$ cat src/rtl/lcar_pkg.sv
// ============================================================================
// lcar_pkg: shared types and constants for the load-cell converter reader
// Holds the readout phase and controller state encodings, the command and
// status bundles between the controller and the datapath, the register map
// and the register reset values.
// ============================================================================
`default_nettype none

package lcar_pkg;

    // Fraction bits added to the dividend: Q16.16 scale in, Q8 grams out.
    localparam int FRAC_BITS = 24;

    // Configuration port geometry.
    localparam int APB_AW = 4;
    localparam int APB_DW = 32;

    // Register indexes, taken from paddr[3:2].
    localparam logic [1:0] REG_HALF_PERIOD = 2'd0;
    localparam logic [1:0] REG_ZERO_OFFSET = 2'd1;
    localparam logic [1:0] REG_CNT_PER_G   = 2'd2;

    // Register reset values.
    localparam logic [15:0]        RST_HALF_PERIOD = 16'd1;
    localparam logic signed [23:0] RST_ZERO_OFFSET = 24'sd0;
    localparam logic signed [31:0] RST_CNT_PER_G   = 32'sd65536;

    // Saturation limits of the weight.
    localparam logic [31:0] WEIGHT_MAX = 32'h7FFF_FFFF;
    localparam logic [31:0] WEIGHT_MIN = 32'h8000_0000;

    // Phase of the serial clock line.
    typedef enum logic [1:0] {
        PH_IDLE,
        PH_HIGH,
        PH_LOW
    } t_phase;

    // Controller states.
    typedef enum logic {
        CS_TICK,
        CS_DIV
    } t_ctrl_state;

    // Commands from the controller to the datapath.
    typedef struct packed {
        logic load_tick;   // accept a tick that does not end a conversion
        logic div_start;   // accept the tick that ends a conversion
        logic load_conv;   // present the finished conversion
    } t_cmd;

    // Status from the datapath to the controller.
    typedef struct packed {
        logic conv_end;    // the next tick ends a conversion
        logic div_busy;    // divider is iterating
        logic out_free;    // output register can take a new transaction
    } t_status;

endpackage

`default_nettype wire

$ cat src/rtl/lcar_div.sv
// ============================================================================
// lcar_div: signed restoring divider for the weight scaling
// Computes trunc(dividend * 2^24 / divisor), one quotient bit per cycle,
// and clips the result to signed 32 bits. A zero divisor saturates toward
// the sign of the dividend, or gives zero (still flagged) for a zero dividend.
// ============================================================================
`default_nettype none

module lcar_div
    import lcar_pkg::*;
#(
    parameter int DIFF_W = 25
) (
    input  wire logic                     i_clk,
    input  wire logic                     i_rst_n,
    input  wire logic                     i_start,
    input  wire logic signed [DIFF_W-1:0] i_dividend,
    input  wire logic signed [31:0]       i_divisor,
    output logic                          o_busy,
    output logic [31:0]                   o_quotient,
    output logic                          o_sat
);

    localparam int DW = DIFF_W + FRAC_BITS;
    localparam int CW = $clog2(DW + 1);

    logic          r_busy, n_busy;
    logic [CW-1:0] r_count, n_count;
    logic [DW-1:0] r_quo, n_quo;
    logic [31:0]   r_rem, n_rem;
    logic [31:0]   r_div, n_div;
    logic          r_neg, n_neg;
    logic          r_dzero, n_dzero;
    logic          r_nneg, n_nneg;
    logic          r_nzero, n_nzero;

    logic [DIFF_W-1:0] mag_n;
    logic [31:0]       mag_d;
    logic [32:0]       trial;
    logic [32:0]       trial_sub;
    logic              trial_ge;
    logic              hi_nz;
    logic [31:0]       q_low;

    // Magnitudes of the operands at start.
    assign mag_n = i_dividend[DIFF_W-1] ? DIFF_W'(-i_dividend) : DIFF_W'(i_dividend);
    assign mag_d = i_divisor[31] ? 32'(-i_divisor) : 32'(i_divisor);

    // One restoring step.
    assign trial     = {r_rem, r_quo[DW-1]};
    assign trial_sub = trial - {1'b0, r_div};
    assign trial_ge  = (trial >= {1'b0, r_div});

    always_comb begin
        n_busy  = r_busy;
        n_count = r_count;
        n_quo   = r_quo;
        n_rem   = r_rem;
        n_div   = r_div;
        n_neg   = r_neg;
        n_dzero = r_dzero;
        n_nneg  = r_nneg;
        n_nzero = r_nzero;
        if (i_start) begin
            n_busy  = 1'b1;
            n_count = CW'(DW);
            n_quo   = {mag_n, {FRAC_BITS{1'b0}}};
            n_rem   = '0;
            n_div   = mag_d;
            n_neg   = i_dividend[DIFF_W-1] ^ i_divisor[31];
            n_dzero = (i_divisor == '0);
            n_nneg  = i_dividend[DIFF_W-1];
            n_nzero = (i_dividend == '0);
        end else if (r_busy) begin
            n_rem   = trial_ge ? trial_sub[31:0] : trial[31:0];
            n_quo   = {r_quo[DW-2:0], trial_ge};
            n_count = r_count - CW'(1);
            n_busy  = (r_count != CW'(1));
        end
    end

    always_ff @(posedge i_clk) begin
        if (!i_rst_n) begin
            r_busy  <= 1'b0;
            r_count <= '0;
        end else begin
            r_busy  <= n_busy;
            r_count <= n_count;
        end
        r_quo   <= n_quo;
        r_rem   <= n_rem;
        r_div   <= n_div;
        r_neg   <= n_neg;
        r_dzero <= n_dzero;
        r_nneg  <= n_nneg;
        r_nzero <= n_nzero;
    end

    // Sign correction and clipping of the finished quotient.
    assign hi_nz = |r_quo[DW-1:32];
    assign q_low = r_quo[31:0];

    always_comb begin
        o_quotient = q_low;
        o_sat      = 1'b0;
        if (r_dzero) begin
            o_sat = 1'b1;
            if (r_nzero) begin
                o_quotient = '0;
            end else if (r_nneg) begin
                o_quotient = WEIGHT_MIN;
            end else begin
                o_quotient = WEIGHT_MAX;
            end
        end else if (r_neg) begin
            if (hi_nz || (q_low[31] && (|q_low[30:0]))) begin
                o_quotient = WEIGHT_MIN;
                o_sat      = 1'b1;
            end else begin
                o_quotient = 32'(-q_low);
            end
        end else if (hi_nz || q_low[31]) begin
            o_quotient = WEIGHT_MAX;
            o_sat      = 1'b1;
        end
    end

    assign o_busy = r_busy;

endmodule

`default_nettype wire

$ cat src/rtl/lcar_dp.sv
// ============================================================================
// lcar_dp: datapath of the load-cell converter reader
// Holds the serial clock phase, tick and pulse counters and the shift
// register, forms the tare-corrected sample, runs the divider and keeps the
// output register and the last conversion result.
// ============================================================================
`default_nettype none

module lcar_dp
    import lcar_pkg::*;
#(
    parameter int DATA_BITS = 24
) (
    input  wire logic               i_clk,
    input  wire logic               i_rst_n,
    input  wire t_cmd               i_cmd,
    output t_status                 o_status,
    input  wire logic               i_data_level,
    input  wire logic [15:0]        i_half_period,
    input  wire logic signed [23:0] i_zero_offset,
    input  wire logic signed [31:0] i_counts_per_gram,
    input  wire logic               i_m_tready,
    output logic                    o_m_tvalid,
    output logic                    o_clock_level,
    output logic                    o_sample_valid,
    output logic [23:0]             o_raw_sample,
    output logic [31:0]             o_weight,
    output logic                    o_weight_sat
);

    localparam int RAW_W  = (DATA_BITS > 24) ? DATA_BITS : 24;
    localparam int DIFF_W = RAW_W + 1;
    localparam int PW     = $clog2(DATA_BITS + 1);

    t_phase               r_phase, n_phase;
    logic [PW-1:0]        r_pulse, n_pulse;
    logic [15:0]          r_tick, n_tick;
    logic [DATA_BITS-1:0] r_shift, n_shift;
    logic                 r_clk, n_clk;
    logic                 r_m_tvalid, n_m_tvalid;
    logic                 r_sv, n_sv;
    logic [23:0]          r_last_raw;
    logic [31:0]          r_last_weight;
    logic                 r_last_sat;

    logic                    hp_hit;
    logic                    tick_en;
    logic signed [RAW_W-1:0] raw_ext;
    logic signed [DIFF_W-1:0] diff;
    logic                    div_busy;
    logic [31:0]             div_q;
    logic                    div_sat;

    assign tick_en = i_cmd.load_tick | i_cmd.div_start;
    assign hp_hit  = (r_tick >= i_half_period);

    // Tick-driven serial clock generation and bit capture.
    always_comb begin
        n_phase = r_phase;
        n_pulse = r_pulse;
        n_tick  = r_tick;
        n_shift = r_shift;
        n_clk   = r_clk;
        if (tick_en) begin
            unique case (r_phase)
                PH_IDLE: begin
                    if (!i_data_level) begin
                        n_phase = PH_HIGH;
                        n_clk   = 1'b1;
                        n_tick  = 16'd1;
                        n_pulse = '0;
                        n_shift = '0;
                    end
                end
                PH_HIGH: begin
                    if (hp_hit) begin
                        if (r_pulse < PW'(DATA_BITS)) begin
                            n_shift = {r_shift[DATA_BITS-2:0], i_data_level};
                        end
                        n_clk   = 1'b0;
                        n_tick  = 16'd1;
                        n_phase = PH_LOW;
                    end else begin
                        n_tick = r_tick + 16'd1;
                    end
                end
                PH_LOW: begin
                    if (hp_hit) begin
                        if (r_pulse == PW'(DATA_BITS)) begin
                            n_phase = PH_IDLE;
                            n_clk   = 1'b0;
                            n_pulse = '0;
                            n_tick  = '0;
                        end else begin
                            n_pulse = r_pulse + PW'(1);
                            n_clk   = 1'b1;
                            n_tick  = 16'd1;
                            n_phase = PH_HIGH;
                        end
                    end else begin
                        n_tick = r_tick + 16'd1;
                    end
                end
                default: begin
                    n_phase = PH_IDLE;
                end
            endcase
        end
    end

    // Sign extension of the captured word and tare subtraction.
    assign raw_ext = RAW_W'(signed'(r_shift));
    assign diff    = DIFF_W'(raw_ext) - DIFF_W'(i_zero_offset);

    lcar_div #(
        .DIFF_W (DIFF_W)
    ) u_div (
        .i_clk      (i_clk),
        .i_rst_n    (i_rst_n),
        .i_start    (i_cmd.div_start),
        .i_dividend (diff),
        .i_divisor  (i_counts_per_gram),
        .o_busy     (div_busy),
        .o_quotient (div_q),
        .o_sat      (div_sat)
    );

    // Output register: one transaction per accepted tick.
    always_comb begin
        n_m_tvalid = r_m_tvalid;
        n_sv       = r_sv;
        if (i_cmd.load_tick) begin
            n_m_tvalid = 1'b1;
            n_sv       = 1'b0;
        end else if (i_cmd.load_conv) begin
            n_m_tvalid = 1'b1;
            n_sv       = 1'b1;
        end else if (i_m_tready) begin
            n_m_tvalid = 1'b0;
        end
    end

    always_ff @(posedge i_clk) begin
        if (!i_rst_n) begin
            r_phase       <= PH_IDLE;
            r_pulse       <= '0;
            r_tick        <= '0;
            r_shift       <= '0;
            r_clk         <= 1'b0;
            r_m_tvalid    <= 1'b0;
            r_sv          <= 1'b0;
            r_last_raw    <= '0;
            r_last_weight <= '0;
            r_last_sat    <= 1'b0;
        end else begin
            r_phase    <= n_phase;
            r_pulse    <= n_pulse;
            r_tick     <= n_tick;
            r_shift    <= n_shift;
            r_clk      <= n_clk;
            r_m_tvalid <= n_m_tvalid;
            r_sv       <= n_sv;
            // The shift register is untouched while the divider runs.
            if (i_cmd.load_conv) begin
                r_last_raw    <= raw_ext[23:0];
                r_last_weight <= div_q;
                r_last_sat    <= div_sat;
            end
        end
    end

    assign o_status.conv_end = (r_phase == PH_LOW) && hp_hit && (r_pulse == PW'(DATA_BITS));
    assign o_status.div_busy = div_busy;
    assign o_status.out_free = !r_m_tvalid || i_m_tready;

    assign o_m_tvalid     = r_m_tvalid;
    assign o_clock_level  = r_clk;
    assign o_sample_valid = r_sv;
    assign o_raw_sample   = r_last_raw;
    assign o_weight       = r_last_weight;
    assign o_weight_sat   = r_last_sat;

endmodule

`default_nettype wire

$ cat src/rtl/lcar_ctrl.sv
// ============================================================================
// lcar_ctrl: controller of the load-cell converter reader
// Accepts ticks while the output register can take a transaction, and holds
// off new ticks while the divider scales a finished conversion.
// ============================================================================
`default_nettype none

module lcar_ctrl
    import lcar_pkg::*;
(
    input  wire logic    i_clk,
    input  wire logic    i_rst_n,
    input  wire logic    i_s_tvalid,
    output logic         o_s_tready,
    input  wire t_status i_status,
    output t_cmd         o_cmd
);

    t_ctrl_state r_state, n_state;
    logic        accept;

    assign accept = i_s_tvalid && o_s_tready;

    // Next state.
    always_comb begin
        n_state = r_state;
        unique case (r_state)
            CS_TICK: begin
                if (accept && i_status.conv_end) begin
                    n_state = CS_DIV;
                end
            end
            CS_DIV: begin
                if (!i_status.div_busy && i_status.out_free) begin
                    n_state = CS_TICK;
                end
            end
            default: begin
                n_state = CS_TICK;
            end
        endcase
    end

    // Outputs.
    always_comb begin
        o_s_tready = 1'b0;
        o_cmd      = '0;
        unique case (r_state)
            CS_TICK: begin
                o_s_tready      = i_status.out_free;
                o_cmd.load_tick = accept && !i_status.conv_end;
                o_cmd.div_start = accept && i_status.conv_end;
            end
            CS_DIV: begin
                o_cmd.load_conv = !i_status.div_busy && i_status.out_free;
            end
            default: begin
                o_cmd = '0;
            end
        endcase
    end

    always_ff @(posedge i_clk) begin
        if (!i_rst_n) begin
            r_state <= CS_TICK;
        end else begin
            r_state <= n_state;
        end
    end

endmodule

`default_nettype wire

$ cat src/rtl/load_cell_adc_reader.sv
// ============================================================================
// load_cell_adc_reader: two-wire readout of a 24-bit load-cell converter
// Top level with the configuration registers, the controller and the
// datapath.
// ============================================================================
// Each input transaction is one tick carrying the sampled data-line level,
// and each tick gives exactly one output transaction with the clock-line
// level to drive. A low data line while idle starts a transfer of DATA_BITS
// clock pulses plus one gain pulse, each phase lasting half_period_ticks
// ticks. The tick that ends a transfer carries sample_valid in tuser, the
// raw sample and the weight in grams (signed Q8, clipped, saturation flag
// set also for a zero scale). Ordinary ticks can arrive back to back
// while the output register is free. The tick that ends a transfer starts
// a restoring divider that produces one quotient bit per cycle; no new
// tick is taken until the divider is done and its result is presented.
// Registers sit at byte addresses 0 (half_period_ticks), 4 (zero_offset)
// and 8 (counts_per_gram, signed Q16.16) and should be written while idle.
// ============================================================================
`default_nettype none

module load_cell_adc_reader
    import lcar_pkg::*;
#(
    parameter int DATA_BITS = 24
) (
    input  wire logic              i_clk,
    input  wire logic              i_rst_n,
    // Tick input.
    input  wire logic              i_s_axis_tvalid,
    output logic                   o_s_axis_tready,
    input  wire logic [7:0]        i_s_axis_tdata,   // [0] data_level
    // Result output.
    output logic                   o_m_axis_tvalid,
    input  wire logic              i_m_axis_tready,
    output logic [63:0]            o_m_axis_tdata,   // [0] clock_level, [24:1] raw_sample,
                                                     // [56:25] weight_grams_q8,
                                                     // [57] weight_saturated
    output logic                   o_m_axis_tuser,   // [0] sample_valid
    // Configuration port.
    input  wire logic              psel,
    input  wire logic              penable,
    input  wire logic              pwrite,
    input  wire logic [APB_AW-1:0] paddr,
    input  wire logic [APB_DW-1:0] pwdata,
    output logic [APB_DW-1:0]      prdata,
    output logic                   pready
);

    logic [15:0]        r_half_period;
    logic signed [23:0] r_zero_offset;
    logic signed [31:0] r_cnt_per_g;
    logic               cfg_wr;
    logic [1:0]         reg_idx;

    t_cmd        cmd;
    t_status     status;
    logic        clock_level;
    logic        sample_valid;
    logic [23:0] raw_sample;
    logic [31:0] weight;
    logic        weight_sat;

    // Configuration register writes.
    assign pready  = 1'b1;
    assign cfg_wr  = psel && penable && pwrite && pready;
    assign reg_idx = paddr[3:2];

    always_ff @(posedge i_clk) begin
        if (!i_rst_n) begin
            r_half_period <= RST_HALF_PERIOD;
            r_zero_offset <= RST_ZERO_OFFSET;
            r_cnt_per_g   <= RST_CNT_PER_G;
        end else if (cfg_wr) begin
            unique case (reg_idx)
                REG_HALF_PERIOD: r_half_period <= pwdata[15:0];
                REG_ZERO_OFFSET: r_zero_offset <= pwdata[23:0];
                REG_CNT_PER_G:   r_cnt_per_g   <= pwdata[31:0];
                default: begin
                end
            endcase
        end
    end

    // Configuration register reads.
    always_comb begin
        unique case (reg_idx)
            REG_HALF_PERIOD: prdata = {16'd0, r_half_period};
            REG_ZERO_OFFSET: prdata = 32'(r_zero_offset);
            REG_CNT_PER_G:   prdata = r_cnt_per_g;
            default:         prdata = '0;
        endcase
    end

    lcar_ctrl u_ctrl (
        .i_clk      (i_clk),
        .i_rst_n    (i_rst_n),
        .i_s_tvalid (i_s_axis_tvalid),
        .o_s_tready (o_s_axis_tready),
        .i_status   (status),
        .o_cmd      (cmd)
    );

    lcar_dp #(
        .DATA_BITS (DATA_BITS)
    ) u_dp (
        .i_clk             (i_clk),
        .i_rst_n           (i_rst_n),
        .i_cmd             (cmd),
        .o_status          (status),
        .i_data_level      (i_s_axis_tdata[0]),
        .i_half_period     (r_half_period),
        .i_zero_offset     (r_zero_offset),
        .i_counts_per_gram (r_cnt_per_g),
        .i_m_tready        (i_m_axis_tready),
        .o_m_tvalid        (o_m_axis_tvalid),
        .o_clock_level     (clock_level),
        .o_sample_valid    (sample_valid),
        .o_raw_sample      (raw_sample),
        .o_weight          (weight),
        .o_weight_sat      (weight_sat)
    );

    // Output packing.
    assign o_m_axis_tdata = {6'd0, weight_sat, weight, raw_sample, clock_level};
    assign o_m_axis_tuser = sample_valid;

endmodule

`default_nettype wire
$ cat config.mk
export PLATFORM = sky130hd
export DESIGN_NAME = load_cell_adc_reader
export DESIGN_NICKNAME = d
export VERILOG_FILES = /design/src/rtl/lcar_pkg.sv /design/src/rtl/lcar_div.sv /design/src/rtl/lcar_dp.sv /design/src/rtl/lcar_ctrl.sv /design/src/rtl/load_cell_adc_reader.sv
export SDC_FILE = /design/constraint.sdc
export NUM_CORES = 1
export LEC_CHECK = 0
export BUFFER_PORTS_ARGS = -buffer_cell sky130_fd_sc_hd__buf_4
export CAP_MARGIN = 20
export CORE_AREA = 2 2 177 179
export DETAILED_ROUTE_END_ITERATION = 8
export DIE_AREA = 0 0 179 181
export HOLD_SLACK_MARGIN = 0.08
export MAX_ROUTING_LAYER = met4
export PLACE_DENSITY = 0.88
export SETUP_SLACK_MARGIN = 0.1
export SLEW_MARGIN = 20
export SYNTH_ARGS = -nofsm -noshare
export SYNTH_HDL_FRONTEND = slang
export SYNTH_HIERARCHICAL = 1
export SYNTH_SLANG_ARGS = --single-unit
export TNS_END_PERCENT = 20
$ cat constraint.sdc
create_clock -name i_clk -period 5.45 [get_ports i_clk]
set_input_delay 1.3625 -clock i_clk [delete_from_list [all_inputs] [get_ports i_clk]]
set_output_delay 1.3625 -clock i_clk [all_outputs]
set_load 0.02 [all_outputs]
# Word-level counts from Yosys, hierarchy flattened

Cells that the tools add are included.
W data, S select, Z words.

Flip-flop bits (word level): 304

Add/subtract/negate cells: 8
$lt $le $gt $ge: 3
Equality and inequality tests: 10
Multiplexer cells: 52
Bitwise logic cells: 4
Reduce and logical (&&, ||, !) cells: 36

Operators by type and width:

| operator                | count |
|---|---|
| $mux W32                | 7 |
| $mux W49                | 2 |
| $pmux W32 S3            | 1 |
| $mux W24                | 3 |
| $neg A32 Y32            | 2 |
| $mux W16                | 3 |
| $pmux W16 S3            | 1 |
| $pmux W24 S2            | 1 |
| $ge A33 B32 Y1          | 1 |
| $logic_not A32 Y1       | 1 |
| $sub A32 B32 Y32        | 1 |
| $mux W31                | 1 |
| $reduce_or A31 Y1       | 1 |
| $logic_not A25 Y1       | 1 |
| $mux W25                | 1 |
| $neg A25 Y25            | 1 |
| $sub A24 B24 Y25        | 1 |
| $mux W1                 | 19 |
| $reduce_or A17 Y1       | 1 |
| $add A16 B1 Y16 const B | 1 |
| $ge A16 B16 Y1          | 1 |
| $mux W5                 | 3 |
| $mux W6                 | 2 |
| $pmux W5 S2             | 1 |
| 27 further kinds        | 56 |

# Logic depth before layout (Yosys ltp)

Gate-level depths: netlist (run 1).

Word-level depth: 8
Gate-level depth with buffers: 20

# By module

Netlist (run 1), hierarchy kept.

Modules (own cells, without submodules):

| module               | times used | cells each | area an instance (µm²) | seq. area each (µm²) |
|---|---|---|---|---|
| lcar_div             | 1          | 1002       | 8829.7                 | 3093.0 |
| lcar_dp              | 1          | 656        | 5876.9                 | 2142.1 |
| load_cell_adc_reader | 1          | 364        | 3331.9                 | 1441.4 |
| lcar_ctrl            | 1          | 10         | 78.8                   | 20.0 |

# Worst setup path before layout (run 1)

No wires, ideal clock.

Path kind: flip-flop to flip-flop
Start: register r_half_period[7]
End: register u_dp.r_tick[14]
Setup time: 0.117 ns
Arrival time: 3.972 ns
Setup slack: 1.361 ns
Cell stages (with the launch flop): 20
Buffers on the path: 3
Cell sequence: dfxtp_1 > inv_1 > ha_1 > nand2_1 > nor3_2 > a21oi_2 > o31ai_4 > or2_1 > buf_6 > nand2_1 > nor2_1 > nand3_2 > inv_1 > nor2_1 > a21oi_2 > nor2b_1 > clkbuf_1 > nor2_1 > clkbuf_1 > a22o_1

RTL lines:

| what                   | line                       | text |
|---|---|---|
| start, declared        | load_cell_adc_reader.sv:49 | `logic [15:0] r_half_period;` |
| start signal, assigned | load_cell_adc_reader.sv:75 | `REG_HALF_PERIOD: r_half_period <= pwdata[15:0];` |
| end signal, assigned   | lcar_dp.sv:158             | `r_tick <= n_tick;` |
| end, declared          | lcar_dp.sv:37              | `logic [15:0] r_tick, n_tick;` |

==> metrics list, run 1 <==
- The run finished with clean final reports.
- In the final design database the tool counted 2,241 nets.
* Sw frac: 0.243
- Horizontal die dimension: 179 µm
* Violation count after the first detailed-routing iteration: 1,504
- Wires add up to 44,900 µm.
- Unrepaired setup endpoints after global routing: false
* Worst slew margin: 0.283
- In the synthesized netlist the dominant register cell turns out to be sky130_fd_sc_hd__dfxtp_1.
* TritonCTS sink count: 304
* Final routed wire length divided by cell count: 17.8 µm
- The initial antenna violation count came to 0.
- Setup violations remaining at the end of the flow were counted as 0.
* Post-Syn Area: 18,100 µm²
* Sequential Area: 6700 µm²
- Number of global-route vias before repair: 14,800
* Comb pwr share: 0.090
- Of the total power, registers draw 0.480.
* Source-to-sink clock delay at the later pin of the worst-skew pair: 0.57 ns
- Initial core utilization: 0.597
* Gpl congestion: 0.946
- Classification of the worst setup path: flop to flop
* Number of placed I/O pins: 151
* VDD IR-drop max: 0.000219 V
* Crit path DAT: 4.78 ns
* DRC violations left: 0
- Root buffer cell: sky130_fd_sc_hd__clkbuf_16
- Total vias in the final route: 15,500
- The floorplan step defined a core boundary enclosing 30,300 µm².
- From synthesis to final layout, the design area changed by 11.3%.
* Post-cts gate resize count: 0
* Quantity of I/O buffers inserted on ports: 134
- TritonCTS built the clock tree.
- In this run the power density over the cells is 239 nW/µm².
- Count of hold-fix buffers inserted at cts: 0
- The synthesized design contains 304 register bits.
* Post-CTS setup-driven buffer insertion count: 0
- For the pin with the worst max-slew slack, the measured transition is 1.06 ns.
- Across every metal layer, demand over resource in global routing totals 0.281.
- Area of the die: 32,400 µm²
- Worst EP required: 5.90 ns
* Static Leakage: 7.93 nW
* Number of max-cap violations: 0
- No sink is reached through more buffers than the 3 on the longest clock path.
- Post-route fraction of the period consumed by the critical path: 0.794
* Maximum operating frequency: 231 MHz
- The total overflow left after global routing is 0.
* Cell variety after synth: 94
- Summed over all nets, the half-perimeter wirelength after detailed placement is 32,200 µm.
- Number of synthesis warnings: 6
- Nature of the critical path endpoint: flop
* Share of cells above drive strength 1: 0.123
- Via density: 6.16
* Number of enable-type register cells in the synthesized netlist: 61
- Total Neg Setup Slack: 0 ns
- The average instance in the mapped netlist occupies 8.92 µm².
- The analysis attributes to net switching a power of 1.17 mW.
- Cell internal power was estimated by the tool at 3.65 mW.
- For this run, the number of standard cells in the final layout without fillers is 2,523.
- Including well taps, the total number of placed cells is 2,466.
- Die height: 181 µm
- For the final database, setup skew stands at 0.00870 ns.
* Inserted Clock Buffers: 31
- The total count of max-transition violations in the final report was 0.
- First-pass GRT wire length: 73,300 µm
- The multi-input combinational cells in the finished layout cover a total of 10,400 µm².
- Entering global routing, the biggest net connects 111 pins.
- The first detailed-routing pass ran for 6 iterations.
* Clock network power share: 0.431
- Along the worst path, the maximum fanout reaches 13.
- Final Hold Vio Count: 0
- Cell count after synthesis: 2,032
* Part of the Yosys area used for sequential elements: 0.370
* Number of H-tree branching levels: 1
- Counting flops with an async set or reset pin after synthesis yields a share of 0.
* Number of standard-cell rows in the floorplan: 64
- Antenna diodes: 0
- CTS clock-pin slew for the worst setup and hold paths: 0.06 ns
- Tmin final: 4.33 ns
* Type of the most critical hold path: flop to flop
- STA classifies the critical path startpoint as a flop.
- In this run the remaining antenna-violating nets after routing total 0.
* Filler cells: 2,288
[worst max-delay path, cell delays in order (launching register included)]
cell                       delay, ns
sky130_fd_sc_hd__dfxtp_1        0.38
sky130_fd_sc_hd__ha_1           0.33
sky130_fd_sc_hd__a21o_1         0.12
sky130_fd_sc_hd__a21o_1         0.11
sky130_fd_sc_hd__a21oi_1        0.07
sky130_fd_sc_hd__nor2_1         0.54
sky130_fd_sc_hd__or2_1          0.36
sky130_fd_sc_hd__nand2_1        0.10
sky130_fd_sc_hd__nor2_1         0.30
sky130_fd_sc_hd__nand3_2        0.17
sky130_fd_sc_hd__clkinv_2       0.09
sky130_fd_sc_hd__nor2_1         0.08
sky130_fd_sc_hd__a21oi_2        0.38
sky130_fd_sc_hd__nor2b_1        0.47
sky130_fd_sc_hd__nor2_1         0.34
sky130_fd_sc_hd__a21oi_1        0.24
sky130_fd_sc_hd__o21ai_0        0.11
[layout make-up]
cell class	instances	area share
sequential	304	0.332
timing repair buffer	148	0.0551
inverter	115	0.0215
clock inverter	13	0.00397
tap	396	0.0246
multi-input combinational	1503	0.517
clock buffer	44	0.0459
[synth_stat cells (7+ instances only)]
| library cell | instances | area share |
|---|---|---|
| sky130_fd_sc_hd__a211oi_1 | 32 | 0.013 |
| sky130_fd_sc_hd__a21o_1 | 37 | 0.015 |
| sky130_fd_sc_hd__a21oi_1 | 86 | 0.024 |
| sky130_fd_sc_hd__a22o_1 | 56 | 0.027 |
| sky130_fd_sc_hd__a31oi_1 | 13 | 0.0045 |
| sky130_fd_sc_hd__and2_1 | 7 | 0.0024 |
| sky130_fd_sc_hd__and3_1 | 14 | 0.0048 |
| sky130_fd_sc_hd__buf_2 | 12 | 0.0033 |
| sky130_fd_sc_hd__buf_4 | 12 | 0.0050 |
| sky130_fd_sc_hd__buf_6 | 14 | 0.0087 |
| sky130_fd_sc_hd__clkbuf_1 | 70 | 0.015 |
| sky130_fd_sc_hd__dfxtp_1 | 243 | 0.27 |
| sky130_fd_sc_hd__edfxtp_1 | 61 | 0.10 |
| sky130_fd_sc_hd__ha_1 | 85 | 0.059 |
| sky130_fd_sc_hd__inv_1 | 115 | 0.024 |
| sky130_fd_sc_hd__mux2i_1 | 203 | 0.11 |
| sky130_fd_sc_hd__nand2_1 | 224 | 0.046 |
| sky130_fd_sc_hd__nand2b_1 | 16 | 0.0055 |
| sky130_fd_sc_hd__nand3_1 | 30 | 0.0083 |
| sky130_fd_sc_hd__nand3b_1 | 8 | 0.0033 |
| sky130_fd_sc_hd__nand4_1 | 21 | 0.0073 |
| sky130_fd_sc_hd__nor2_1 | 171 | 0.035 |
| sky130_fd_sc_hd__nor2b_1 | 16 | 0.0055 |
| sky130_fd_sc_hd__nor3_1 | 31 | 0.0086 |
| sky130_fd_sc_hd__nor4_1 | 11 | 0.0038 |
| sky130_fd_sc_hd__o211ai_1 | 12 | 0.0050 |
| sky130_fd_sc_hd__o21a_1 | 13 | 0.0054 |
| sky130_fd_sc_hd__o21ai_0 | 115 | 0.032 |
| sky130_fd_sc_hd__o21ai_1 | 8 | 0.0022 |
| sky130_fd_sc_hd__o31ai_1 | 23 | 0.0095 |
| sky130_fd_sc_hd__o41ai_1 | 11 | 0.0053 |
| sky130_fd_sc_hd__or2_2 | 12 | 0.0041 |
| sky130_fd_sc_hd__or3_1 | 15 | 0.0052 |
| sky130_fd_sc_hd__or4_1 | 7 | 0.0029 |
| sky130_fd_sc_hd__xnor2_1 | 88 | 0.043 |
| sky130_fd_sc_hd__xor2_1 | 20 | 0.0097 |
[sequential cells by signal, summed over array words and instances (netlist names), 2 cells and up]
register	cells
u_dp/u_div/r_div	32
u_dp/u_div/r_rem	32
r_cnt_per_g	32
u_dp/r_pulse	5
u_dp/r_shift	24
r_zero_offset	24
u_dp/o_weight	32
r_half_period	16
u_dp/u_div/r_count	6
u_dp/r_tick	16
u_dp/r_phase	2
u_dp/o_raw_sample	24
u_dp/u_div/r_quo	49
[placed cells by master, fill, tap and decap left out, types with 13 or more instances in the layout]
cell | Yosys | layout
sky130_fd_sc_hd__nor3_1 | 31 | 31
sky130_fd_sc_hd__buf_4 | 12 | 148
sky130_fd_sc_hd__nand4_1 | 21 | 21
sky130_fd_sc_hd__dfxtp_1 | 243 | 242
sky130_fd_sc_hd__a22o_1 | 56 | 56
sky130_fd_sc_hd__a21oi_1 | 86 | 86
sky130_fd_sc_hd__nand3_1 | 30 | 30
sky130_fd_sc_hd__xor2_1 | 20 | 20
sky130_fd_sc_hd__a21o_1 | 37 | 37
sky130_fd_sc_hd__and3_1 | 14 | 14
sky130_fd_sc_hd__edfxtp_1 | 61 | 61
sky130_fd_sc_hd__o21ai_0 | 115 | 115
sky130_fd_sc_hd__nand2b_1 | 16 | 16
sky130_fd_sc_hd__o21a_1 | 13 | 13
sky130_fd_sc_hd__or3_1 | 15 | 15
sky130_fd_sc_hd__xnor2_1 | 88 | 88
sky130_fd_sc_hd__clkbuf_16 | 0 | 32
sky130_fd_sc_hd__inv_1 | 115 | 113
sky130_fd_sc_hd__nor2_1 | 171 | 171
sky130_fd_sc_hd__mux2i_1 | 203 | 203
sky130_fd_sc_hd__o31ai_1 | 23 | 22
sky130_fd_sc_hd__a211oi_1 | 32 | 32
sky130_fd_sc_hd__nor2b_1 | 16 | 15
sky130_fd_sc_hd__a31oi_1 | 13 | 13
sky130_fd_sc_hd__ha_1 | 85 | 85
sky130_fd_sc_hd__nand2_1 | 224 | 224
[path summary, 6_finish.rpt]
kind / start / endpoint / slack (ns) / cells after the start
worst max register to register: u_dp/r_tick[9] / u_dp/r_tick[12] / 1.12 / 16
worst min register to register: r_zero_offset[15] / r_zero_offset[15] / 0.47 / 2
worst max-delay path: u_dp/r_tick[9] / u_dp/r_tick[12] / 1.12 / 16
worst min-delay path: r_zero_offset[15] / r_zero_offset[15] / 0.47 / 2
[metal layers]
metal,up-vias,global-route usage,wire length (µm)
li1,7396,-,-
met1,7438,0.345,18400
met2,581,0.464,21800
met3,122,0.0328,2710
met4,0,0.121,2050
met5,-,-,0
[power groups by stage]
stage	registers, mW	logic, mW	clock network, mW
finish	2.31	0.432	2.07
global route	2.31	0.466	2.20
CTS	2.31	0.423	2.10
detailed placement	2.36	0.419	0
global placement	2.36	0.402	0
floorplan	2.36	0.331	0
[kinds of logic after synthesis]
kind of cell / after synthesis / synth area share
AO/OA/AOI/OAI: 472 / 0.179
XOR/XNOR: 108 / 0.0522
adder cells (fa/ha/maj): 87 / 0.0609
buffers and inverters: 230 / 0.0580
flip-flops: 304 / 0.370
multiplexers: 203 / 0.112
other: 2 / 0.000415
AND/OR/NAND/NOR: 626 / 0.168
[per-stage QoR]
step | util | setup slack (ns) | total power [mW] | cell area, µm² | hold WS (ns)
after floorplan | - | 1.36 | 2.69 | 18100 | 0.443
after global placement | 0.631 | 1.24 | 2.76 | 19200 | 0.458
after detailed placement | 0.631 | 1.14 | 2.78 | 19200 | 0.468
after CTS | 0.664 | 1.13 | 4.84 | 20200 | 0.477
after global routing | 0.665 | 0.831 | 4.98 | 20200 | 0.495
final | 0.665 | 1.12 | 4.81 | 20200 | 0.475
No activity file was read; power rests on OpenSTA's default activity.
==> inputs of run 2 (changes only) <==
- clock period: 5.45 -> 4.06 ns (I/O delays scaled with it)
==> metrics list, run 2 (synthesis gave the netlist of run 1 again) <==
- The final routed wirelength across all metal layers came to 46,400 µm (was 44,900 µm).
- The design internal power was 5.21 mW (was 3.65 mW).
* Worst EP required: 4.34 ns (was 5.90 ns)
- Sw frac: 0.243 (about the same)
* CTS clock-pin slew for the worst setup and hold paths: 0.06 ns (about the same)
- Initial core utilization: 0.597 (unchanged)
- The worst reg2reg path startpoint is r_zero_offset[1] (was u_dp/r_tick[9]).
* Clock tree from TritonCTS: done (unchanged)
- The clock network power share was 0.452 (was 0.431).
- Root buffer cell: sky130_fd_sc_hd__clkbuf_16 (unchanged)
- The number of port buffers came to 134 (unchanged).
* Most frequent cells in the layout: sky130_fd_sc_hd__dfxtp_1, sky130_fd_sc_hd__nand2_1, sky130_fd_sc_hd__mux2i_1 (unchanged)
* Type of the most critical hold path: flop to flop (unchanged)
- Register-to-register setup slack: 0.04 ns (was 1.12 ns)
- Number of standard-cell rows in the floorplan: 64 (unchanged)
- Maximum operating frequency: 249 MHz (was 231 MHz)
* CP max FO: 4 (was 13)
- The most common library cell in the layout ignoring fill and taps is sky130_fd_sc_hd__dfxtp_1 (unchanged).
- Number of global-route vias before repair: 14,700 (was 14,800)
* Area of the die: 32,400 µm² (unchanged)
- The data arrival time of the critical path was 4.30 ns (was 4.78 ns).
- The actual slew at the worst max-slew pin was 1.03 ns (was 1.06 ns).
- The logic gate share of total power is 0.098 (was 0.090).
- Estimated wirelength of the detail-placed design: 32,700 µm (was 32,200 µm)
- Maximum cell stage delay along the critical path: 0.57 ns (was 0.54 ns)
* Hold WS: 0.472 ns (was 0.475 ns)
* TritonRoute pass-1 iters: 7 (was 6)
- The power density over cell area came to 328 nW/µm² (was 239 nW/µm²).
- The routed via count is 15,600 (was 15,500).
- Post-route ant nets: 0 (unchanged)
- Largest reg by FF count: u_dp/u_div/r_quo (unchanged)
- Core Region: 30,300 µm² (unchanged)
* Gate family responsible for the most delay along the worst path: simple AND/OR/NAND/NOR gates (unchanged)
- Category of the worst setup path launch point: flop (unchanged)
* Static Leakage: 8.32 nW (was 7.93 nW)
- The non-filler instance count after layout is 2,581 (was 2,523).
- The final weighted congestion in routability-driven placement came to 0.922 (was 0.946).
* Share of cells above drive strength 1: 0.160 (was 0.123)
* Number of placed I/O pins: 151 (unchanged)
- The initial antenna violation count is 0 (unchanged).
- The height of the chip came to 181 µm (unchanged).
* Source-to-sink clock delay at the later pin of the worst-skew pair: 0.52 ns (was 0.57 ns)
* Tmin final: 4.02 ns (was 4.33 ns)
- Sum of internal, switching and leakage power: 6.88 mW (was 4.81 mW)
- The critical path buffer and inverter count was 2 (was 1).
- The start-to-end type of the worst setup path is flop to flop (unchanged).
* Maximum root-to-sink buffer count: 3 (unchanged)
* Via density: 6.06 (was 6.16)
- Violation count after the first detailed-routing iteration: 1,763 (was 1,504)
- Final Hold Vio Count: 0 (unchanged)
* Worst path cell trace: inv_2 > ha_4 > nor2b_4 > o31a_1 > o21ai_1 > nand2b_1 > a21o_1 > a21oi_2 > xnor2_2 > or4_4 > buf_6 > or4_4 > or3_4 > o31ai_4 > xnor2_1 > a22o_1 (was ha_1 > a21o_1 > a21o_1 > a21oi_1 > nor2_1 > or2_1 > nand2_1 > nor2_1 > nand3_2 > clkinv_2 > nor2_1 > a21oi_2 > nor2b_1 > nor2_1 > a21oi_1 > o21ai_0)
- Horizontal die dimension: 179 µm (unchanged)
* Count of placed standard cells including taps: 2,500 (was 2,466)
* Aggregate global routing overflow: 0 (unchanged)
- Final routed wire length divided by cell count: 18.0 µm (was 17.8 µm)
- First-pass GRT wire length: 73,500 µm (was 73,300 µm)
- The CTS sink count was 304 (unchanged).
* Final-report setup violation count: 0 (unchanged)
- The number of antenna cells inserted was 0 (unchanged).
- Number of H-tree branching levels: 2 (was 1)
- The number of max-cap violations is 0 (unchanged).
* Worst clock skew: 0.0198 ns (was 0.00870 ns)
- The switching power summed over all nets came to 1.68 mW (was 1.17 mW).
* DRC violations left: 0 (unchanged)
- The number of gates on the worst path with buffers counted was 16 (unchanged).
* Filler cells: 2,207 (was 2,288)
* Timing endpoint of the critical path: u_dp/u_div/r_quo[43] (was u_dp/r_tick[12])
* Inserted Clock Buffers: 34 (was 31)
- Largest net degree at the start of global routing: 89 (was 111)
- The critical path capture point type was a flop (unchanged).
- The flip-flop count of the largest register, all copies and words added was 49 (unchanged).
* Number of slew-limit violations in the final report: 0 (unchanged)
- The global routing usage summed across all routing layers was 0.285 (was 0.281).
- Area delta synth->final: 15.7% (was 11.3%)
- Util after Layout: 0.690 (was 0.665)
- Total Neg Setup Slack: 0 ns (unchanged)
- Unrepaired setup endpoints after global routing: true (was false)
- Worst slew margin: 0.315 (was 0.283)
- The cell with the biggest individual delay on the critical path was sky130_fd_sc_hd__or4_4 (was sky130_fd_sc_hd__nor2_1).
* Capture instance of the worst register-to-register path: u_dp/u_div/r_quo[43] (was u_dp/r_tick[12])
* Startpoint of the worst setup timing path: r_zero_offset[1] (was u_dp/r_tick[9])
- The share of the clock period used by the worst path after layout came to 0.991 (was 0.794).
* Most frequent cell on the critical path: sky130_fd_sc_hd__or4_4 (was sky130_fd_sc_hd__nor2_1)
- The portion of total power attributed to sequential cells was 0.451 (was 0.480).
- The net count of the finished layout is 2,297 (was 2,241).
- Status: complete, no violations (unchanged)
- The peak supply drop is 0.000387 V (was 0.000219 V).
* Number of cells on the worst reg-to-reg path: 16 (unchanged)
[run 2: changes by cell type in the layout (fill, tap and decap cells not counted), sizes merged]
cell / previous run / this run
buf: 148 / 201
inv: 113 / 118
clkinvlp: 3 / 2
clkinv: 12 / 10
clkbuf: 44 / 45
bufinv: 0 / 2
[run 2: worst reg2reg max path, delay by kind of cell, from the launching register on]
family	cells	cell delay, ns
simple gates	5	1.64
compound gates	6	1.18
flops	1	0.34
fa+ha+maj	1	0.22
xor+xnor	2	0.21
buf+inv	2	0.19
[run 2: layout make-up]
| class | instances | area, µm² | area share |
|---|---|---|---|
| Clock inverter | 17 | 171 | 0.00818 |
| Clock buffer | 45 | 968 | 0.0462 |
| Inverter | 115 | 435 | 0.0208 |
| Tap cell | 396 | 495 | 0.0236 |
| Timing Repair Buffer | 201 | 1580 | 0.0752 |
| Multi-Input combinational cell | 1503 | 10600 | 0.506 |
| Sequential cell | 304 | 6710 | 0.320 |
[run 2: how the worst min path moves through the flow]
stage / startpoint / endpoint / slack, ns / depth (start not counted)
final: r_zero_offset[20] / r_zero_offset[20] / 0.47 / 2
after floorplan: u_dp/r_tick[15] / u_dp/r_tick[15] / 0.44 / 1
after CTS: r_zero_offset[20] / r_zero_offset[20] / 0.47 / 2
after global routing: r_zero_offset[12] / r_zero_offset[12] / 0.49 / 2
after detailed placement: r_zero_offset[20] / r_zero_offset[20] / 0.46 / 2
after global placement: r_zero_offset[5] / r_zero_offset[5] / 0.46 / 2
[run 2: metal layers]
layer,track usage,vias to the layer above,share of wire
li1,-,7502,-
met1,0.352,7434,0.41
met2,0.472,604,0.49
met3,0.0379,96,0.059
met4,0.109,0,0.038
met5,-,-,0
[run 2: timing repair]
item,in CTS,in global routing
gates resized for setup,13,27
hold buffers,0,0
buffers inserted,10,10
pin swaps,3,14
setup endpoints to repair,6,18
[run 2: power groups by stage]
stage	sequential [mW]	combinational [mW]	clock, mW
2_1_floorplan	3.16	0.444	0
3_3_place_gp	3.17	0.584	0
3_5_place_dp	3.17	0.600	0
4_1_cts	3.10	0.628	3.14
5_1_grt	3.10	0.721	3.27
6_report	3.10	0.672	3.11
[run 2: through the flow]
| stage | worst slack [ns] | cell area (µm²) |
|---|---|---|
| 2_1_floorplan | 0.0856 | 18100 |
| 3_3_place_gp | 0.0686 | 19500 |
| 3_5_place_dp | -0.0222 | 19500 |
| 4_1_cts | 0.0942 | 20800 |
| 5_1_grt | -0.0591 | 21000 |
| 6_report | 0.0384 | 21000 |
==> inputs of run 3 (changes only) <==
- CORE_AREA: 2 2 177 179 -> 2 2 200 202
- DIE_AREA: 0 0 179 181 -> 0 0 202 204
- GPL_TIMING_DRIVEN: default -> 0
- PLACE_DENSITY: 0.88 -> 0.74
==> metrics list, run 3 (synthesis gave the netlist of run 1 again) <==
- Status: complete, no violations (unchanged)
- Crit path max-delay cell type: sky130_fd_sc_hd__or4_4 (unchanged)
* Horizontal die dimension: 202 µm (was 179 µm)
- The critical path buffer and inverter count came to 1 (was 2).
- Crit path DAT: 4.36 ns (was 4.30 ns)
- The most common library cell in the layout ignoring fill and taps was sky130_fd_sc_hd__dfxtp_1 (unchanged).
- Clock network power share: 0.480 (was 0.452)
- Gpl congestion: 0.948 (was 0.922)
- The clock buffer count from CTS was 36 (was 34).
- Highest routed metal layer: met4 (unchanged)
- The average wire per standard cell came to 18.9 µm (was 18.0 µm).
- Capture instance of the worst register-to-register path: u_dp/u_div/r_quo[47] (was u_dp/u_div/r_quo[43])
- VDD IR-drop max: 0.000319 V (was 0.000387 V)
- DRC violations left: 0 (unchanged)
- The maximum number of pins on one net before global-route repair is 27 (was 89).
* Combined global-route utilization of all metal layers: 0.253 (was 0.285)
- Unrepaired setup endpoints after global routing: true (unchanged)
* Violation count after the first detailed-routing iteration: 1,219 (was 1,763)
- Count of placed standard cells in the final layout, fillers left out: 2,781 (was 2,581)
- The delay of the slowest critical-path stage is 0.61 ns (was 0.57 ns).
- Tmin final: 4.05 ns (was 4.02 ns)
- The net count of the finished layout came to 2,368 (was 2,297).
* Most frequent cells in the layout: sky130_fd_sc_hd__dfxtp_1, sky130_fd_sc_hd__nand2_1, sky130_fd_sc_hd__mux2i_1 (unchanged)
* Met3 layer wire length in the routed design: 2690 µm (was 2730 µm)
- Maximum root-to-sink buffer count: 3 (unchanged)
- First-pass GRT wire length: 81,100 µm (was 73,500 µm)
- CP max FO: 5 (was 4)
* Post-route ant nets: 0 (unchanged)
- Sw frac: 0.243 (about the same)
* Number of slew-limit violations in the final report: 0 (unchanged)
- The initial core utilization came to 0.462 (was 0.597).
* Crit. path cell count: 13 (was 16)
- Internal Dissipation: 5.51 mW (was 5.21 mW)
- Area delta synth->final: 18.5% (was 15.7%)
- Largest reg by FF count: u_dp/u_div/r_quo (unchanged)
* CTS clock-pin slew for the worst setup and hold paths: 0.06 ns (about the same)
- Worst slew pin tran: 0.950 ns (was 1.03 ns)
- The leakage dissipation came to 8.44 nW (was 8.32 nW).
- The number of detailed-route iterations in the first pass is 6 (was 7).
- Clock tree from TritonCTS: done (unchanged)
- The power density over cell area is 339 nW/µm² (was 328 nW/µm²).
- The worst reg2reg path startpoint is r_zero_offset[6] (was r_zero_offset[1]).
- The logic gate share of total power is 0.093 (was 0.098).
- Final Hold Vio Count: 0 (unchanged)
- The met2 layer wire length in the routed design was 25,000 µm (was 22,700 µm).
- Core Region: 39,200 µm² (was 30,300 µm²)
- The via count of the first global-routing pass is 15,300 (was 14,700).
* Die height: 204 µm (was 181 µm)
- The setup slack after placement is -0.882 ns (was -0.0222 ns).
* Total length of routed wires: 52,500 µm (was 46,400 µm)
- Classification of the worst setup path: flop to flop (unchanged)
* Number of max-cap violations: 0 (unchanged)
- Source-to-sink clock delay at the later pin of the worst-skew pair: 0.57 ns (was 0.52 ns)
- The start point of the critical path is r_zero_offset[6] (was r_zero_offset[1]).
* Number of flip-flops under the largest register name: 49 (unchanged)
- Quantity of I/O buffers inserted on ports: 134 (unchanged)
- Nature of the critical path endpoint: flop (unchanged)
- Crit path setup slack, layout: 0.0141 ns (was 0.0384 ns)
- Switching Power: 1.77 mW (was 1.68 mW)
* Gate family responsible for the most delay along the worst path: simple AND/OR/NAND/NOR gates (unchanged)
- The overall die area was 41,200 µm² (was 32,400 µm²).
- The type of the tightest min-delay check is flop to flop (unchanged).
- The total global routing overflow came to 0 (unchanged).
- The CTS sink count came to 304 (unchanged).
- The register-to-register setup slack is 0.01 ns (was 0.04 ns).
* Timing endpoint of the critical path: u_dp/u_div/r_quo[47] (was u_dp/u_div/r_quo[43])
- Number of standard-cell rows in the floorplan: 73 (was 64)
* Share of cells above drive strength 1: 0.155 (was 0.160)
* Filler cells: 3,471 (was 2,207)
- The boundary pin count was 151 (unchanged).
* Count of hold-fix buffers inserted at cts: 0 (unchanged)
- The headroom to the max-slew limit is 0.363 (was 0.315).
* Total vias in the final route: 15,900 (was 15,600)
- Number of H-tree branching levels: 2 (unchanged)
- Root buffer cell: sky130_fd_sc_hd__clkbuf_16 (unchanged)
- Wire length on met1: 22,300 µm (was 19,200 µm)
* Number of cells on the worst reg-to-reg path: 13 (was 16)
* Via density: 5.70 (was 6.06)
* Worst clock skew: 0.0249 ns (was 0.0198 ns)
* Category of the worst setup path launch point: flop (unchanged)
- The placed cell count was 2,696 (was 2,500).
- The portion of total power attributed to sequential cells was 0.426 (was 0.451).
- The final HPWL from detailed placement was 39,200 µm (was 32,700 µm).
* Initial antenna violation count: 0 (unchanged)
- Worst path cell trace: inv_1 > ha_4 > and3_1 > and2_4 > o211ai_1 > a2111o_1 > a31oi_2 > xor2_1 > or4_4 > or3_1 > o21ai_2 > xnor2_1 > a22o_1 (was inv_2 > ha_4 > nor2b_4 > o31a_1 > o21ai_1 > nand2b_1 > a21o_1 > a21oi_2 > xnor2_2 > or4_4 > buf_6 > or4_4 > or3_4 > o31ai_4 > xnor2_1 > a22o_1)
- Post-route fraction of the period consumed by the critical path: 0.997 (was 0.991)
* Maximum operating frequency: 247 MHz (was 249 MHz)
- The count of final setup violators came to 0 (unchanged).
- The data required time at the worst endpoint came to 4.37 ns (was 4.34 ns).
[run 3: what timing repair did]
action / 4_1_cts / 5_1_grt
cloned: 2 / 1
endpoints found under the setup margin: 159 / 106
gates resized for setup: 25 / 39
pin swaps: 3 / 8
buffers inserted: 4 / 14
[run 3: power groups by stage]
stage | Clock, mW | Combinational [mW] | Sequential (mW)
6_report | 3.50 | 0.679 | 3.10
5_1_grt | 3.65 | 0.727 | 3.10
4_1_cts | 3.55 | 0.637 | 3.10
3_5_place_dp | 0 | 0.613 | 3.17
3_3_place_gp | 0 | 0.601 | 3.17
2_1_floorplan | 0 | 0.444 | 3.16
[run 3: worst min-delay path by stage]
stage | start | end | slack (ns) | depth (start not counted)
floorplan | u_dp/r_tick[15] | u_dp/r_tick[15] | 0.44 | 1
global placement | u_dp/r_tick[15] | u_dp/r_tick[15] | 0.46 | 1
detailed placement | r_zero_offset[8] | r_zero_offset[8] | 0.47 | 2
CTS | r_zero_offset[8] | r_zero_offset[8] | 0.47 | 2
global route | r_zero_offset[12] | r_zero_offset[12] | 0.50 | 2
finish | r_zero_offset[16] | r_zero_offset[16] | 0.47 | 2
[run 3: final cells by class]
type / count / area [µm²] / area share
antenna: 1 / 2.50 / 0.000117
tap: 525 / 657 / 0.0306
clock buffer: 41 / 950 / 0.0442
timing repair buffer: 152 / 1140 / 0.0531
buffer: 115 / 631 / 0.0294
multi-input combinational: 1503 / 10600 / 0.494
clock inverter: 22 / 324 / 0.0151
timing repair inverter: 3 / 17.5 / 0.000816
inverter: 115 / 439 / 0.0204
sequential: 304 / 6710 / 0.312
[run 3: stage by stage]
step	util	instance area (µm²)	total power [mW]	hold WS (ns)	setup TNS [ns]
after global placement	0.505	19800	3.77	0.457	-55.67
after CTS	0.542	21200	7.29	0.474	0
after global routing	0.548	21500	7.48	0.496	-0.599
final	0.548	21500	7.28	0.472	0
after floorplan	-	18100	3.61	0.443	0
after detailed placement	0.505	19800	3.78	0.465	-64.99
[run 3: per-layer routing]
layer | GRT usage | up-vias
met4 | 0.116 | 0
met1 | 0.308 | 7552
met5 | - | -
li1 | - | 7657
met2 | 0.420 | 529
met3 | 0.0340 | 127
[run 3: worst min-delay path: cells and delay by family, from the launching register on]
family        cells  cell delay (ns)
simple gates      1             0.05
mux               1             0.05
flops             1             0.32
